## src/hdl/hbs_pkg.sv

```systemverilog
// Shared constants, register codes and control structs of the 3x3 heightmap box smoother.
// Used by the channel interfaces, the controller, the datapath, the divider and the top level.
// No dependencies.
package hbs_pkg;

    // Line store depth and derived widths
    localparam int MAX_COLUMNS = 1024;
    localparam int COL_W       = $clog2(MAX_COLUMNS);
    localparam int CNT_W       = COL_W + 1;

    // Field widths
    localparam int ROW_W      = 16;
    localparam int SAMPLE_W   = 8;
    localparam int HEIGHT_W   = 24;
    localparam int SCALE_W    = 16;
    localparam int NCOLCFG_W  = 11;
    localparam int TRI_W      = SAMPLE_W + 2;
    localparam int SUM_W      = 12;
    localparam int DIVC_W     = 4;
    localparam int PROD_W     = SUM_W + SCALE_W;
    localparam int DSTEP_W    = $clog2(PROD_W);

    // Configuration port
    localparam int CFG_IDX_W  = 2;
    localparam int CFG_DATA_W = 16;

    localparam logic [CFG_IDX_W-1:0] CFG_NUM_ROWS     = 2'd0;
    localparam logic [CFG_IDX_W-1:0] CFG_NUM_COLUMNS  = 2'd1;
    localparam logic [CFG_IDX_W-1:0] CFG_HEIGHT_SCALE = 2'd2;

    localparam logic [ROW_W-1:0]     RST_NUM_ROWS     = 16'd256;
    localparam logic [NCOLCFG_W-1:0] RST_NUM_COLUMNS  = 11'd256;
    localparam logic [SCALE_W-1:0]   RST_HEIGHT_SCALE = 16'd256;

    // Input item kinds
    localparam logic KIND_SAMPLE = 1'b0;
    localparam logic KIND_DRAIN  = 1'b1;

    // Controller to datapath commands
    typedef struct packed {
        logic       latch_in;
        logic       rd_en;
        logic       rd_drain;
        logic [1:0] drain_step;
        logic       drain_clr;
        logic       drain_acc;
        logic       sample_upd;
        logic       drain_fin;
        logic       restart;
        logic       mul_load;
        logic       div_start;
        logic       out_load;
    } t_cmd;

    // Datapath to controller status
    typedef struct packed {
        logic frame_complete;
        logic drain_past;
        logic job_pending;
        logic div_done;
        logic out_free;
    } t_status;

endpackage

```

## src/hdl/hbs_ctrl.sv

```systemverilog
// Controller of the box smoother: sequences line store reads, window update, drain
// accumulation, multiply, divide and output hand-off. Depends on hbs_pkg.
module hbs_ctrl import hbs_pkg::*; (
    input  logic    i_clk,
    input  logic    i_rst_n,
    input  logic    i_in_valid,
    input  logic    i_in_kind,
    output logic    o_in_ready,
    input  t_status i_status,
    output t_cmd    o_cmd
);

    typedef enum logic [3:0] {
        S_IDLE,
        S_SRD,
        S_SUPD,
        S_DR,
        S_DFIN,
        S_MUL,
        S_DSTART,
        S_DWAIT,
        S_PUSH
    } t_state;

    t_state     r_state, n_state;
    logic [1:0] r_step, n_step;
    logic       w_accept;

    assign o_in_ready = (r_state == S_IDLE);
    assign w_accept   = i_in_valid && (r_state == S_IDLE);

    // Commands and next state
    always_comb begin
        o_cmd   = '0;
        n_state = r_state;
        n_step  = r_step;
        case (r_state)
            S_IDLE: begin
                o_cmd.latch_in = w_accept;
                if (w_accept) begin
                    if (i_in_kind == KIND_DRAIN) begin
                        o_cmd.drain_clr = 1'b1;
                        if (i_status.frame_complete && i_status.drain_past) begin
                            o_cmd.restart = 1'b1;
                        end else if (i_status.frame_complete) begin
                            n_state = S_DR;
                            n_step  = 2'd0;
                        end
                    end else if (!i_status.frame_complete) begin
                        n_state = S_SRD;
                    end
                end
            end
            S_SRD: begin
                o_cmd.rd_en = 1'b1;
                n_state     = S_SUPD;
            end
            S_SUPD: begin
                o_cmd.sample_upd = 1'b1;
                n_state          = S_MUL;
            end
            S_DR: begin
                o_cmd.rd_en      = 1'b1;
                o_cmd.rd_drain   = 1'b1;
                o_cmd.drain_step = r_step;
                o_cmd.drain_acc  = (r_step != 2'd0);
                if (r_step == 2'd2) begin
                    n_state = S_DFIN;
                end else begin
                    n_step = r_step + 2'd1;
                end
            end
            S_DFIN: begin
                o_cmd.drain_acc = 1'b1;
                o_cmd.drain_fin = 1'b1;
                n_state         = S_MUL;
            end
            S_MUL: begin
                o_cmd.mul_load = i_status.job_pending;
                n_state        = i_status.job_pending ? S_DSTART : S_IDLE;
            end
            S_DSTART: begin
                o_cmd.div_start = 1'b1;
                n_state         = S_DWAIT;
            end
            S_DWAIT: begin
                if (i_status.div_done) begin
                    n_state = S_PUSH;
                end
            end
            S_PUSH: begin
                o_cmd.out_load = i_status.out_free;
                if (i_status.out_free) begin
                    n_state = S_MUL;
                end
            end
            default: begin
                n_state = S_IDLE;
            end
        endcase
    end

    // Hold state
    always_ff @(posedge i_clk) begin
        if (!i_rst_n) begin
            r_state <= S_IDLE;
            r_step  <= '0;
        end else begin
            r_state <= n_state;
            r_step  <= n_step;
        end
    end

    // Checks
    a_idle_drain: assert property (@(posedge i_clk) disable iff (!i_rst_n)
        (w_accept && (i_in_kind == KIND_DRAIN) && !i_status.frame_complete)
        |=> (r_state == S_IDLE))
        else $error("drain without pending row started work");

    a_late_sample: assert property (@(posedge i_clk) disable iff (!i_rst_n)
        (w_accept && (i_in_kind == KIND_SAMPLE) && i_status.frame_complete)
        |=> (r_state == S_IDLE))
        else $error("sample past frame started work");

    a_drain_step: assert property (@(posedge i_clk) disable iff (!i_rst_n)
        (r_state == S_DR) |-> (r_step != 2'd3))
        else $error("drain step out of range");

endmodule

```

## config.mk

```make
export PLATFORM = sky130hd
export DESIGN_NAME = hbs_ctrl
export DESIGN_NICKNAME = d
export VERILOG_FILES = /design/src/hdl/hbs_pkg.sv /design/src/hdl/hbs_ctrl.sv
export SDC_FILE = /design/constraint.sdc
export NUM_CORES = 1
export LEC_CHECK = 0
export BUFFER_PORTS_ARGS = -buffer_cell sky130_fd_sc_hd__buf_4
export CORE_AREA = 2 2 39 41
export DETAILED_ROUTE_END_ITERATION = 16
export DIE_AREA = 0 0 41 43
export GPL_TIMING_DRIVEN = 0
export PLACE_DENSITY = 0.75
export SYNTH_ARGS = -nofsm -noshare
export SYNTH_HDL_FRONTEND = slang
export SYNTH_SLANG_ARGS = --single-unit
```

## constraint.sdc

```tcl
create_clock -name i_clk -period 2.4 [get_ports i_clk]
set_input_delay 0.36 -clock i_clk [delete_from_list [all_inputs] [get_ports i_clk]]
set_output_delay 0.36 -clock i_clk [all_outputs]
set_load 0.02 [all_outputs]
```

==> qor.yml <==
hold_viol: 0
p_switching_uw: 125
setup-violations-final: 0
worstHoldStart: "i_rst_n"
yosysSeqAreaShare_pct: 20.5
ys_ff_latch: 6
routed_wl_mm: 1.28
cp-start-kind: "flop"
insertion_delay_ns: 0.24
worst_slew_pin_slew_ns: 0.340
final_core_util_pct: 56.9
cts_setup_buffers: 0
final_layout_size_suffix_gt1_share_pct: 41.9
pre_cts_ws_ns: 0.749
ctsResizeCount: 0
hp-class: "in -> reg"
syn_area_um2: 587
p_seq_share_pct: 31.0
cp_max_fo: 5
fillers: 139
holdBufCountCts: 0
register_area_um2: 120
multi_input_area_um2: 414
synthDistinctLibCells: 37
highest_layer: "met4"
dp_cells: 106
nets: 106
slew-limit-headroom_pct: 77.2
rsz0062_at_grt: "false"
core_um2: 1380
dp_hpwl_mm: 1.01
final_antenna_net_count: 0
clkPwrFrac_pct: 24.6
numCtsBuffers: 3
io_buffers: 21
yosysWarnings: 0
grt_antenna_before_repair: 0
cts_max_level: 1
fin_tns_setup_ns: 0
min_period_ns: 1.89
path_class: "reg -> out"
outcome: "completed"
route.detailed.wl_per_inst_um: 11.8
final_common_cell: "buf_4"
io_pins: 23
crit_start: "r_state[2]$_SDFFE_PN0P_"
r2r_slack_ns: 0.95
initial_core_util_pct: 42.4
clock_path_buffers: 2
worstPathRequired_ns: 2.04
detail_route.vias_per_cell: 5.38
crit_path_end_kind: "output pin"
crit_arrival_ns: 1.53
p_int_uw: 246
drc: 0
min_period_over_period_pct: 78.7
maxSlewViolCount: 0
p_leak_uw: 0.000353
die_area_um2: 1760
worst_slack_ns: 0.512
dieWidth_um: 41
clkSinkCount: 6
grt_use_total_pct: 16.5
met2WireLength_um: 671
skew_ns: 0.0000670
power_density_nw_per_um2: 472
drtPass1Iterations: 4
combPwrFrac_pct: 44.4
synth_edf_count: 0
drv_cap: 0
synth_nets: 80
grt_pass1_vias: 491
grt_max_degree: 11
globalRouteOverflowTotal: 0
syn_inst: 69
fmax_mhz: 530
initialDrtViolationCount: 9
met3_length_um: 37
ir_drop_mv: 0.226
cts_tree: "built"
die_h_um: 43
areaGrowthSynthToFinish_pct: 34.1
p_total_uw: 372
diodes: 0
final_cells: 109
globalplace.congestion: 0.777
async_flop_share_pct: 0
p_sw_share_pct: 33.8
met1_length_um: 551
layout_common_cells: "buf_4 (25), nor2_1 (6), dfxtp_1 (6)"
synth_ff_type: "dfxtp_1"
num_vias: 586
reg2reg_from: "r_state[2]$_SDFFE_PN0P_"
syn_avg_cell_area_um2: 8.50
num_rows: 14
root_buffer: "clkbuf_4"
grt_pass1_wl_mm: 1.96
cts.reportedPaths.clkPinSlew_ns: 0.04
==> registers in the layout (all words and copies together) (netlist names) <==
register	cells
r_state	4
r_step	2
==> routing by layer <==
metal  up-vias  GRT usage (%)
li1        296              -
met1       281           18.9
met2         7           25.6
met3         2           3.14
met4         0           12.0
met5         -              0
==> area by class of cell <==
class	count	area share, %
plain buffers	5	5.25
clock buffers	3	2.86
inverters	3	1.43
multi-input cells	55	52.6
flip-flops and latches	6	15.3
well taps	16	2.54
repair buffers	21	20.0
==> cell families (layout without fill, tap and decap cells) <==
| kind of cell | count (synthesis) | count (layout) | share of synthesized area (%) |
|---|---|---|---|
| muxes | 3 | 3 | 5.12 |
| DFF | 6 | 6 | 20.5 |
| adders and majority gates | 2 | 2 | 4.26 |
| buffers and inverters | 8 | 32 | 8.96 |
| and+or+nand+nor | 37 | 37 | 44.6 |
| AOI/OAI and AO/OA | 13 | 13 | 16.6 |
==> synthesized netlist by cell type, types with 2 or more instances <==
master / count / area share (%)
dfxtp_1: 6 / 20
nor2_1: 6 / 3.8
and3_1: 4 / 4.3
buf_4: 4 / 5.1
a21oi_1: 3 / 2.6
inv_1: 3 / 1.9
mux2i_1: 3 / 5.1
nor3_1: 3 / 2.6
a22o_1: 2 / 3.0
and2_1: 2 / 2.1
and3b_1: 2 / 3.0
ha_1: 2 / 4.3
nand2_1: 2 / 1.3
nand2b_1: 2 / 2.1
nand3_1: 2 / 1.7
o21ai_0: 2 / 1.7
==> critical path, stage by stage (launching register included) <==
cell      delay [ns]
dfxtp_1         0.43
or2b_2          0.36
nor3_1          0.20
o21bai_1        0.14
buf_4           0.15
==> power by group through the flow <==
stage	sequential [uW]	combinational (uW)	clock [uW]
2_1_floorplan	115	114	0
3_3_place_gp	116	164	0
3_5_place_dp	117	166	0
4_1_cts	115	167	95.4
5_1_grt	115	180	102
6_report	115	165	91.5
==> through the flow <==
step                      hold WS (ns)  instance area, um2
after floorplan                  0.471                 587
after global placement           0.484                 764
after detailed placement         0.503                 764
after CTS                        0.387                 787
after global routing             0.402                 787
final                            0.392                 787
==> worst paths after layout <==
kind / to / cells after the start
hold / removal: r_step[0]$_SDFFE_PN0P_ / 2
setup reg to reg: r_state[2]$_SDFFE_PN0P_ / 5
hold reg to reg: r_step[1]$_SDFFE_PN0P_ / 2
setup / recovery: o_cmd[6] / 4
Note: power is estimated with default switching activity, not from simulation.
